==> src/rtl/bdl_pkg.sv <==
`timescale 1ns / 1ps
// ----------------------------------------------------------------------------
// bdl_pkg
// shared constants and types of the box downsampler
// ----------------------------------------------------------------------------
package bdl_pkg;

  localparam int MAX_WIDTH      = 4096;
  localparam int MAX_COMPONENTS = 4;
  localparam int SAMPLE_BITS    = 16;

  localparam int MAX_HEIGHT = 4096;
  localparam int MIN_SIZE   = 16;
  localparam int MAX_LEVEL  = 5;

  localparam int OUT_COMPS = 4;
  localparam int COMP_W    = 16;
  localparam int POS_W     = 12;
  localparam int LOD_W     = 3;
  localparam int CNT_W     = 3;
  localparam int CFG_W     = 13;
  localparam int CFG_IDX_W = 3;
  localparam int SUM_W     = 28;

  localparam int X_W       = $clog2(MAX_WIDTH);
  localparam int WD_W      = X_W + 1;
  localparam int Y_W       = $clog2(MAX_HEIGHT);
  localparam int HD_W      = Y_W + 1;
  localparam int COL_DEPTH = MAX_WIDTH / 2;
  localparam int COL_AW    = $clog2(COL_DEPTH);
  localparam int LANE_W    = MAX_COMPONENTS * SUM_W;

  localparam int FIFO_DEPTH = 4;
  localparam int FIFO_AW    = $clog2(FIFO_DEPTH);

  localparam int IN_TDATA_W  = OUT_COMPS * COMP_W;
  localparam int OUT_BITS    = OUT_COMPS * COMP_W + 2 * POS_W + LOD_W;
  localparam int OUT_TDATA_W = ((OUT_BITS + 7) / 8) * 8;

  typedef enum logic [CFG_IDX_W-1:0] {
    REG_SRC_WIDTH     = 3'd0,
    REG_SRC_HEIGHT    = 3'd1,
    REG_REQ_LOD       = 3'd2,
    REG_COMP_COUNT    = 3'd3,
    REG_SAMPLE_SIGNED = 3'd4
  } cfg_reg_t;

  typedef logic [COMP_W-1:0] comp_t;

  typedef struct packed {
    logic              upd;
    logic              first_col;
    logic              wr;
    logic              first_row;
    logic              emit;
    logic              last;
    logic [COL_AW-1:0] addr;
    logic [POS_W-1:0]  col;
    logic [POS_W-1:0]  row;
    logic [LOD_W-1:0]  lod;
  } pix_ctl_t;

  typedef struct packed {
    logic                       last;
    logic [LOD_W-1:0]           lod;
    logic [POS_W-1:0]           row;
    logic [POS_W-1:0]           col;
    comp_t [OUT_COMPS-1:0]      comp;
  } out_item_t;

endpackage

==> src/rtl/bdl_ofifo.sv <==
`timescale 1ns / 1ps
// ----------------------------------------------------------------------------
// bdl_ofifo
// small result queue in front of the output channel
// ----------------------------------------------------------------------------
module bdl_ofifo
  import bdl_pkg::*;
(
  input  logic               clk,
  input  logic               rst_n,
  input  logic               push,
  input  out_item_t          push_item,
  input  logic               pop,
  output logic               out_valid,
  output out_item_t          out_item,
  output logic [FIFO_AW:0]   count
);

  out_item_t          ents_r [FIFO_DEPTH];
  logic [FIFO_AW-1:0] wr_ptr_r;
  logic [FIFO_AW-1:0] rd_ptr_r;
  logic [FIFO_AW:0]   cnt_r;

  always_ff @(posedge clk) begin
    if (push) begin
      ents_r[wr_ptr_r] <= push_item;
    end
  end

  always_ff @(posedge clk) begin
    if (!rst_n) begin
      wr_ptr_r <= '0;
      rd_ptr_r <= '0;
      cnt_r    <= '0;
    end else begin
      if (push) begin
        wr_ptr_r <= wr_ptr_r + 1'b1;
      end
      if (pop) begin
        rd_ptr_r <= rd_ptr_r + 1'b1;
      end
      case ({push, pop})
        2'b10:   cnt_r <= cnt_r + 1'b1;
        2'b01:   cnt_r <= cnt_r - 1'b1;
        default: cnt_r <= cnt_r;
      endcase
    end
  end

  assign out_valid = (cnt_r != '0);
  assign out_item  = ents_r[rd_ptr_r];
  assign count     = cnt_r;

  a_no_overflow: assert property (@(posedge clk) disable iff (!rst_n)
    (push && !pop) |-> (cnt_r < (FIFO_AW+1)'(FIFO_DEPTH)))
    else $error("result queue overflow");

  a_no_underflow: assert property (@(posedge clk) disable iff (!rst_n)
    pop |-> (cnt_r != '0))
    else $error("result queue underflow");

endmodule

==> config.mk <==
export PLATFORM = sky130hd
export DESIGN_NAME = bdl_ofifo
export DESIGN_NICKNAME = d
export VERILOG_FILES = /design/src/rtl/bdl_pkg.sv /design/src/rtl/bdl_ofifo.sv
export SDC_FILE = /design/constraint.sdc
export NUM_CORES = 1
export LEC_CHECK = 0
export BUFFER_PORTS_ARGS = -buffer_cell sky130_fd_sc_hd__buf_2
export CAP_MARGIN = 15
export CORE_ASPECT_RATIO = 1.5
export CORE_UTILIZATION = 35
export DETAILED_ROUTE_END_ITERATION = 8
export HOLD_SLACK_MARGIN = 0.05
export SETUP_SLACK_MARGIN = 0.2
export SYNTH_ARGS = -nofsm -noshare
export SYNTH_HDL_FRONTEND = slang
export SYNTH_SLANG_ARGS = --single-unit
==> constraint.sdc <==
create_clock -name clk -period 3.7 [get_ports clk]
set_input_delay 0.74 -clock clk [delete_from_list [all_inputs] [get_ports clk]]
set_output_delay 0.74 -clock clk [all_outputs]
set_load 0.01 [all_outputs]
# Word level (Yosys, flattened, before mapping)
# Memory sizes are Yosys's and may differ from the RTL's. A register that Yosys moved wholly into a read port is not among the register bits.
# Index checks and enable logic that the tools add are counted.
# totals
register_bits	7
word_cells	17
ramBits	368
out_inout_bits	96
memories	1
# op_classes
reduce_logical	2
muxes	5
add_sub_neg	4
n_eq_ne	2
# mem_list
name	depth	word_bits	read_ports	rd_clocked_by_memory_dff	write_ports	line	source
ents_r	4	92	1	1	1	bdl_ofifo.sv:19	out_item_t ents_r [FIFO_DEPTH];
# op_table
operator	count
3-bit one-hot mux with 2 select lines	1
2-bit by 1-bit adder with 2-bit output (second input constant)	2
2-bit two-way mux	2
3-bit by 1-bit adder with 3-bit output (second input constant)	1
3-bit nonzero test	1
3-bit by 1-bit subtractor with 3-bit output (second input constant)	1
2-bit by 1-bit equality test with 1-bit output (second input constant)	1
2-bit equality test (second input constant)	1
1-bit two-way mux	2
2-bit nonzero test	1

# Longest topological paths before layout
# Gate-level depths: netlist (run 1).
# depth
word_depth	3
mapped_depth	7
mapped_depth_nobuf	7

# Least setup slack after synthesis (run 1)
# No wires, ideal clock.
# synth_timing
kind	input-to-reg
startpoint	in push
endpoint	mem ents_r[0][0] (netlist bit), enable pin
cell_stages	1
path_slack_ps	369
n_path_buf	0
setup_time_ps	461
arrival_ps	2871
path_cell_list	and2_1
# synth_between
elab_chain_len	2
# synth_lines
element	line	source
from (decl)	bdl_ofifo.sv:11	input logic push,
1-bit two-way mux	bdl_ofifo.sv:25	if (push) begin
1-bit two-way mux (implied by the code)	bdl_ofifo.sv:26	ents_r[wr_ptr_r] <= push_item;
to (decl)	bdl_ofifo.sv:19	
# No other way between the ends.

==> results.txt, run 1 <==
Worst R2R Start = wr_ptr_r[0]
max cap viols = 0
Die H = 244.5 um
initial DRC count = 325
P_int = 7.217 mW
skew final = 0.01089 ns
IO buf count = 191
Site Rows = 88
post-route ant nets = 0
largest net degree at the start of global routing = 93
area of the mapped netlist = 13720 um^2
PD cells = 563.9 nW/um^2
Netlist cell types = 18
worst hold path class = input pin to register
Area growth syn-to-layout = 19.67%
Final Cycle Share = 83.18%
Fmax = 324.9 MHz
via count = 6047
worst-margin pin slew = 0.6169 ns
Via density = 4.784
clock slew at reported path FFs = 0.06 ns
CP max stage cell = dfxtp_4
Reg power frac = 53.6%
DRT Pass-1 Iters = 6
post-CTS setup buffers = 0
Critical Path AT = 2.34 ns
yosys warns = 0
hpwl dp = 15480 um
CTS Sinks = 377
CP Cell Sequence = buf_12, mux4_2, buf_2
vias in the first global route = 6640
# resized after CTS = 0
Initial Utilization = 35.61%
# IOs = 192
Rel. slew slack = 58.87%
CTS tree = done
most common cell after layout, fill and taps aside = edfxtp_1
root buffer cell = clkbuf_16
Final Max Tran Viols = 0
post-route setup TNS = 0 ns
Final Routed Wirelength = 26130 um
status = finished, final reports clean
Routed WL per cell = 20.67 um
Crit Path Max Fanout = 36
Seq/Total Area, Yosys = 81.85%
Clock Path Buffers = 3
H-tree levels = 2
CTS Buf Count = 37
most frequent cells in the layout = edfxtp_1 (368), buf_2 (191), mux4_2 (92)
WS Path Type = register to output pin
Leakage Power = 5.476 nW
hold_buf cts = 0
total global routing overflow = 0
initial antenna violation count = 3
Data required, critical path = 2.96 ns
Final Hold Fails = 0
clock power share = 36.9%
VDD IR-drop max = 0.3626 mV
residual DRC count = 0
Sw Ratio = 22.06%
global-route wire length before repair = 39100 um
final setup violating endpoints = 0
Mapped Cells = 525
unrepaired setup endpoints after global routing = no
Core Region = 38540 um^2
crit path time final = 3.078 ns
largest stage delay on the critical path = 0.66 ns
synthesized area per cell = 26.14 um^2
Yosys reg bits = 377
CP endpoint kind = output pin
Die Wd = 163.7 um
Critical Path Start Type = register
total track usage = 13.31%
worst-skew pair later-pin latency = 0.51 ns
hold path startpoint = push_item[80]
Gate power share = 9.5%
die area = 40020 um^2
Final nets = 849
design area = 16420 um^2
placer's final routability congestion estimate = 0.7063
Placed Area = 15340 um^2
layout cells sized above 1 = 46.29%
P_sw = 2.042 mW
syn nets = 627
Ant. Diodes = 0
[through the flow]
stage          setup slack, ns  std cells  util [%]  hold slack (ns)  power (mW)
3_3_place_gp             1.063       1203     39.80           0.5121       5.954
6_report                0.6222       1264     42.61           0.4350       9.259
5_1_grt                 0.4372       1264     42.61           0.4041       9.608
3_5_place_dp             1.074       1203     39.80           0.5247       5.970
4_1_cts                 0.4995       1264     42.61           0.4052       9.407
2_1_floorplan           0.3688        525         -           0.5159       5.582
[cells in the mapped netlist]
cell,n,area (um^2)
inv_1,6,22.52
xor2_1,3,26.28
a21boi_0,1,7.510
edfxtp_1,368,11050
buf_2,9,45.04
xnor2_1,2,17.52
nand2_1,2,7.510
buf_6,9,101.4
or3_1,2,12.51
nor2b_1,1,6.260
fa_1,1,20.02
dfxtp_1,9,180.2
o21ai_0,2,10.01
clkbuf_1,2,7.510
ha_1,5,62.56
and2_1,10,62.56
mux4_2,92,2072
mux2i_1,1,10.01
[worst max-delay path: cells and delay by family (launching register included)]
| family | cells | cell delay (ns) |
|---|---|---|
| multiplexers | 1 | 0.61 |
| buffers and inverters | 2 | 0.51 |
| flip-flops | 1 | 0.66 |
[registers in the layout, indices dropped and copies added (netlist names), named ones only]
| register | count |
|---|---|
| count | 3 |
| ents_r | 368 |
| rd_ptr_r | 2 |
| wr_ptr_r | 2 |
[power by group through the flow]
stage	sequential, mW	combinational [mW]	clock (mW)
3_5_place_dp	5.06	0.910	0
6_report	4.96	0.882	3.41
3_3_place_gp	5.05	0.902	0
5_1_grt	4.98	0.959	3.66
2_1_floorplan	5.04	0.539	0
4_1_cts	4.97	0.912	3.52
[final timing paths]
check                                     end  slack (ns)  cells past startpoint
worst max register to register  ents_r[3][38]        1.90                      3
worst max-delay path             out_item[30]        0.62                      3
worst min-delay path            ents_r[3][80]        0.43                      1
worst min register to register       count[2]        0.53                      2
[area by class of cell]
type / count / area, um^2
timing repair buffer: 203 / 1134
tap: 495 / 619.3
fill: 3357 / 22120
clock buffer: 40 / 937.1
clock inverter: 21 / 145.1
sequential: 377 / 11240
multi-input combinational: 122 / 2325
inverter: 6 / 22.52
[routing by layer]
layer / wire length (um) / GRT usage (%) / part of all wire, % / vias to the layer above
met1: 10160 / 15.47 / 39 / 3141
met3: 1392 / 3.375 / 5.3 / 53
met5: 39 / 0 / 0.15 / -
met2: 13640 / 23.02 / 52 / 160
li1: - / - / - / 2687
met4: 905 / 5.828 / 3.5 / 6
[cells by family after synthesis]
family | count (synthesis) | synth area share [%]
compound gates | 3 | 0.1277
buf+inv | 26 | 1.286
mux | 93 | 15.17
xor+xnor | 5 | 0.3192
fa+ha+maj | 6 | 0.6018
simple gates | 15 | 0.6474
flops | 377 | 81.85
No activity file was read; power rests on OpenSTA's default activity.
==> run 2: changes to the inputs <==
Clock period 3.7 ns to 3.2 ns, I/O delays scaled along.
==> run 2 against run 1 <==
Final area grew 1.3%. Non-clock buffer count rose by 10. Combinational power grew 21%. Utilization up 0.54 points. First-iteration DRC count rose by 33%. Critical path depth unchanged. Sequential power increased by 16%. Clock skew is 0.0042 ns higher. Register-to-register slack got worse by 0.45 ns. Via count is 2.3% higher. Final cell count up 1.6%. Sequential share of layout area down 0.86 points. Critical endpoint is now out_item[84].
==> results.txt, run 2 (same netlist as run 1, synthesis figures left out) <==
Critical Path Start Type = register
area of the multi-input gates = 2325 um^2 (unchanged)
unrepaired setup endpoints after global routing = no
skew final = 0.01506 ns (+0.004177 ns)
clock slew at reported path FFs = 0.06 ns (about the same)
crit path time final = 2.720 ns
global routing usage on met2 = 24.84% (+1.8 points)
CP Cell Sequence = buf_4, mux4_2, buf_2
post-CTS setup buffers = 0 (unchanged)
H-tree levels = 2 (unchanged)
hold_buf cts = 0 (unchanged)
WS Path Type = register to output pin
worst hold path class = input pin to register
placer's final routability congestion estimate = 0.6977 (-1.2%)
status = finished, final reports clean
CP max stage cell = dfxtp_4
sequential cell area = 11240 um^2 (unchanged)
Leakage Power = 5.555 nW (+1.4%)
Final Hold Fails = 0 (unchanged)
vias in the first global route = 6660 (+0.30%)
Hold Path Cell Cnt = 1 (unchanged)
CP top delay family = buffers and inverters
Crit Path Max Fanout = 27 (-25%)
Final Routed Wirelength = 27170 um (+4.0%)
# resized after CTS = 0 (unchanged)
post-route ant nets = 0 (unchanged)
Critical Path AT = 2.08 ns (-0.26 ns)
Final Cycle Share = 85.01%
CP Buf/Inv Count = 2 (unchanged)
Rel. slew slack = 62.28% (+3.4 points)
root buffer cell = clkbuf_16
Area growth syn-to-layout = 21.19%
VDD IR-drop max = 0.4872 mV (+34%)
Fillers = 3359 (+0.060%)
CP endpoint kind = output pin
total track usage = 13.68% (+0.37 points)
global-route wire length before repair = 40100 um (+2.6%)
met3 Use GR = 2.714% (-0.66 points)
Routed WL per cell = 21.16 um (+2.3%)
CTS tree = done
Site Rows = 88 (unchanged)
initial antenna violation count = 4 (+1)
max FFs per register = 368 (unchanged)
most frequent cells in the layout = edfxtp_1 (368), buf_2 (191), mux4_2 (92)
Clock Path Buffers = 3 (unchanged)
Die Wd = 163.7 um (unchanged)
DRT Pass-1 Iters = 4 (-2)
CTS Buf Count = 37 (unchanged)
via count = 6189 (+2.3%)
most common cell after layout, fill and taps aside = edfxtp_1
residual DRC count = 0 (unchanged)
design area = 16630 um^2 (+1.3%)
Placed Area = 15440 um^2 (+0.69%)
max cap viols = 0 (unchanged)
hpwl dp = 16990 um (+9.8%)
Via density = 4.820 (+0.75%)
worst-skew pair later-pin latency = 0.52 ns (about the same)
Final Max Tran Viols = 0 (unchanged)
largest net degree at the start of global routing = 55 (-41%)
Core Region = 38540 um^2 (unchanged)
# IOs = 192 (unchanged)
CTS Sinks = 377 (unchanged)
Initial Utilization = 35.61% (unchanged)
met1 Usage GRT = 15.26% (-0.20 points)
Fmax = 367.6 MHz
PD cells = 659.5 nW/um^2 (+17%)
post-route setup TNS = 0 ns (unchanged)
die area = 40020 um^2 (unchanged)
Biggest register = ents_r
initial DRC count = 433 (+33%)
Reg2Reg Depth = 4 (+1)
Die H = 244.5 um (unchanged)
total global routing overflow = 0 (unchanged)
final setup violating endpoints = 0 (unchanged)
GRT busiest layer = met2
layout cells sized above 1 = 45.73% (-0.56 points)
worst-margin pin slew = 0.5659 ns (-0.05108 ns)
largest stage delay on the critical path = 0.53 ns (-0.13 ns)
Final nets = 859 (+1.2%)
IO buf count = 191 (unchanged)
Data required, critical path = 2.56 ns (-0.40 ns)
Worst path depth = 3 (unchanged)
run 2: cell count changes in the layout (fill, tap and decap cells not counted), sizes merged:
cell,delta
buf,+10
inv,+3
clkinvlp,+1
diode,+4
clkbuf,+10
clkinv,-9
bufinv,+1
run 2: metrics by stage:
| step | util, % | total power, mW | setup WS [ns] | hold slack (ns) | instances |
|---|---|---|---|---|---|
| floorplan | - | 6.443 | 0.9785 | 0.5159 | 525 |
| global placement | 40.07 | 6.927 | 0.8246 | 0.4967 | 1212 |
| detailed placement | 40.07 | 6.943 | 0.8259 | 0.5057 | 1212 |
| CTS | 43.07 | 11.11 | 0.2568 | 0.2951 | 1279 |
| global route | 43.15 | 11.36 | 0.3758 | 0.2938 | 1284 |
| finish | 43.15 | 10.97 | 0.4797 | 0.3201 | 1284 |
run 2: final timing paths:
path / slack [ns] / endpoint / startpoint
setup reg to reg: 1.45 / ents_r[2][63] / wr_ptr_r[0]
hold reg to reg: 0.52 / count[2] / count[2]
setup / recovery: 0.48 / out_item[84] / register
hold / removal: 0.32 / ents_r[2][26] / push_item[26]
run 2: final cells by class:
| cell class | count | area share (%) |
|---|---|---|
| Multi-Input combinational cell | 122 | 13.98 |
| Sequential cell | 377 | 67.58 |
| Inverter | 6 | 0.1354 |
| Clock inverter | 17 | 0.8352 |
| Clock buffer | 50 | 6.117 |
| Timing Repair Buffer | 213 | 7.569 |
| Antenna cell | 4 | 0.06019 |
| Tap cell | 495 | 3.724 |
run 2: where the power goes:
part / leakage [nW] / internal (mW) / switching [mW]
sequential: 3.46 / 5.67 / 0.0729
combinational: 1.54 / 0.504 / 0.563
clock: 0.560 / 2.40 / 1.76
total: 5.56 / 8.58 / 2.39
run 2: per-layer routing:
layer  vias up  part of all wire [%]
met5         -                     0
met4         0                   3.0
met3        46                   4.3
met2       157                    55
met1      3267                    37
li1       2719                     -
==> run 3: changes to the inputs <==
==> constraint.sdc (replaced) <==
create_clock -name clk -period 3.2 [get_ports clk]
set_input_delay 0.32 -clock clk [delete_from_list [all_inputs] [get_ports clk]]
set_output_delay 0.32 -clock clk [all_outputs]
set_load 0.01 [all_outputs]
==> run 3 against run 2 <==
Sequential power about the same. Count of clock-buffer cells in the layout decreased by 10. Highest routed layer is now met5. Non-clock buffer count increased by 84. Clock power decreased by 5.8%. Global-route usage increased by 0.29 points. Power decreased by 1.6%. Register-to-register slack got worse by 0.14 ns. Wire length about the same. Via count increased by 4.6%.
==> results.txt, run 3 (same netlist as run 1, synthesis figures left out) <==
total track usage = 13.98% (+0.29 points)
die area = 40020 um^2 (unchanged)
Final Hold Fails = 0 (unchanged)
CP Buf/Inv Count = 2 (unchanged)
CP Cell Sequence = buf_12, mux4_2, buf_2
final setup violating endpoints = 0 (unchanged)
via count = 6476 (+4.6%)
worst-margin pin slew = 0.6940 ns (+0.1281 ns)
total global routing overflow = 0 (unchanged)
post-CTS setup buffers = 0 (unchanged)
crit path time final = 2.598 ns (-0.1223 ns)
largest net degree at the start of global routing = 51 (-7.3%)
Data required, critical path = 2.88 ns (+0.32 ns)
Site Rows = 88 (unchanged)
Fmax = 384.9 MHz (+4.7%)
PD cells = 621.9 nW/um^2 (-5.7%)
Leakage Power = 5.846 nW (+5.2%)
CP max stage cell = dfxtp_4
CTS Sinks = 377 (unchanged)
Worst R2R Start = wr_ptr_r[0]
largest stage delay on the critical path = 0.67 ns (+0.14 ns)
R2R Setup Slk = 1.31 ns (-0.14 ns)
vias in the first global route = 7314 (+9.8%)
CP endpoint kind = output pin
DRT Pass-1 Iters = 4 (unchanged)
H-tree levels = 2 (unchanged)
reg2reg end = ents_r[3][63]
worst hold path class = input pin to register
CTS tree = done
post-route ant nets = 0 (unchanged)
area of the multi-input gates = 2325 um^2 (unchanged)
Via density = 4.765 (-1.1%)
CP top delay family = flip-flops
Clock Path Buffers = 3 (unchanged)
Routed WL per cell = 19.99 um (-5.5%)
Critical Path Start Type = register
initial antenna violation count = 1 (-3)
root buffer cell = clkbuf_16
worst-skew pair later-pin latency = 0.52 ns (about the same)
Biggest register = ents_r
# IOs = 192 (unchanged)
hpwl dp = 16460 um (-3.1%)
unrepaired setup endpoints after global routing = no
Ant. Diodes = 0 (-4)
post-route setup TNS = 0 ns (unchanged)
Crit Path Max Fanout = 30 (+11%)
Rel. slew slack = 53.73% (-8.5 points)
max FFs per register = 368 (unchanged)
Final Max Tran Viols = 0 (unchanged)
Hold Path Cell Cnt = 2 (+1)
Fillers = 3285 (-2.2%)
skew final = 0.009060 ns (-0.006004 ns)
Area growth syn-to-layout = 26.43%
Die Wd = 163.7 um (unchanged)
most common cell after layout, fill and taps aside = edfxtp_1
clock slew at reported path FFs = 0.06 ns (about the same)
hold path startpoint = rst_n
status = finished, final reports clean
Final nets = 942 (+9.7%)
Initial Utilization = 35.61% (unchanged)
Die H = 244.5 um (unchanged)
Reg2Reg Depth = 3 (-1)
global-route wire length before repair = 41570 um (+3.6%)
Core Region = 38540 um^2 (unchanged)
layout cells sized above 1 = 40.74% (-5.0 points)
Critical Path AT = 2.28 ns (+0.20 ns)
WS Path Type = register to output pin
most frequent cells in the layout = edfxtp_1 (368), buf_2 (191), mux4_2 (92), dlygate4sd3_1 (92), clkbuf_16 (37)
placer's final routability congestion estimate = 0.6895 (-1.2%)
VDD IR-drop max = 0.4213 mV (-14%)
WHS = 0.1162 ns (-0.2039 ns)
residual DRC count = 0 (unchanged)
IO buf count = 191 (unchanged)
initial DRC count = 392 (-9.5%)
max cap viols = 0 (unchanged)
sequential cell area = 11240 um^2 (unchanged)
Final Routed Wirelength = 27170 um (about the same)
Final Total Pwr = 10.79 mW (-1.6%)
CTS Buf Count = 36 (-2.7%)
Final Cycle Share = 81.19% (-3.8 points)
## run 3: changes by cell type in the layout (fill, tap and decap cells not counted), sizes merged, moves of 4 or more
cell	change
buf	-8
clkbuf	-10
clkinv	+6
diode	-4
dlygate4sd3	+92
## run 3: layout make-up
type / instances / area share (%)
Multi-Input combinational cell: 122 / 13.40
Timing Repair Buffer: 297 / 11.93
Sequential cell: 377 / 64.78
Clock inverter: 22 / 0.7933
Clock buffer: 40 / 5.402
Inverter: 6 / 0.1298
Tap cell: 495 / 3.570
## run 3: power by group
part	internal [mW]	total, mW	switching, mW	leakage [nW]
logic	0.554	1.11	0.558	1.87
clock network	2.19	3.92	1.73	0.522
registers	5.67	5.75	0.0853	3.46
total	8.41	10.8	2.38	5.85
## run 3: what timing repair did
item	CTS	global route
resized for setup	0	0
endpoints found under the hold margin	368	0
hold buffers	92	0
endpoints found under the setup margin	0	0
## run 3: per-stage QoR
stage	setup slack, ns	instances	util [%]	area, um^2
2_1_floorplan	1.081	525	-	13730
3_3_place_gp	1.091	1205	39.84	15350
3_5_place_dp	1.069	1205	39.84	15350
4_1_cts	0.5111	1359	45.02	17350
5_1_grt	0.4451	1359	45.02	17350
6_report	0.6019	1359	45.02	17350
## run 3: how the worst max path moves through the flow
| stage | startpoint | end | slack [ns] | cells after the start |
|---|---|---|---|---|
| after floorplan | wr_ptr_r[0] | ents_r[2][0] | 1.08 | 3 |
| final | register | out_item[75] | 0.60 | 3 |
| after global placement | register | out_item[15] | 1.09 | 3 |
| after CTS | register | out_item[83] | 0.51 | 3 |
| after detailed placement | register | out_item[83] | 1.07 | 3 |
| after global routing | register | out_item[80] | 0.45 | 3 |
## run 3: metal layers
| metal | part of all wire [%] | track usage [%] |
|---|---|---|
| met1 | 39 | 15.90 |
| met2 | 53 | 25.11 |
| met3 | 4.1 | 2.629 |
| met4 | 3.5 | 6.345 |
| met5 | 0.040 | 0 |
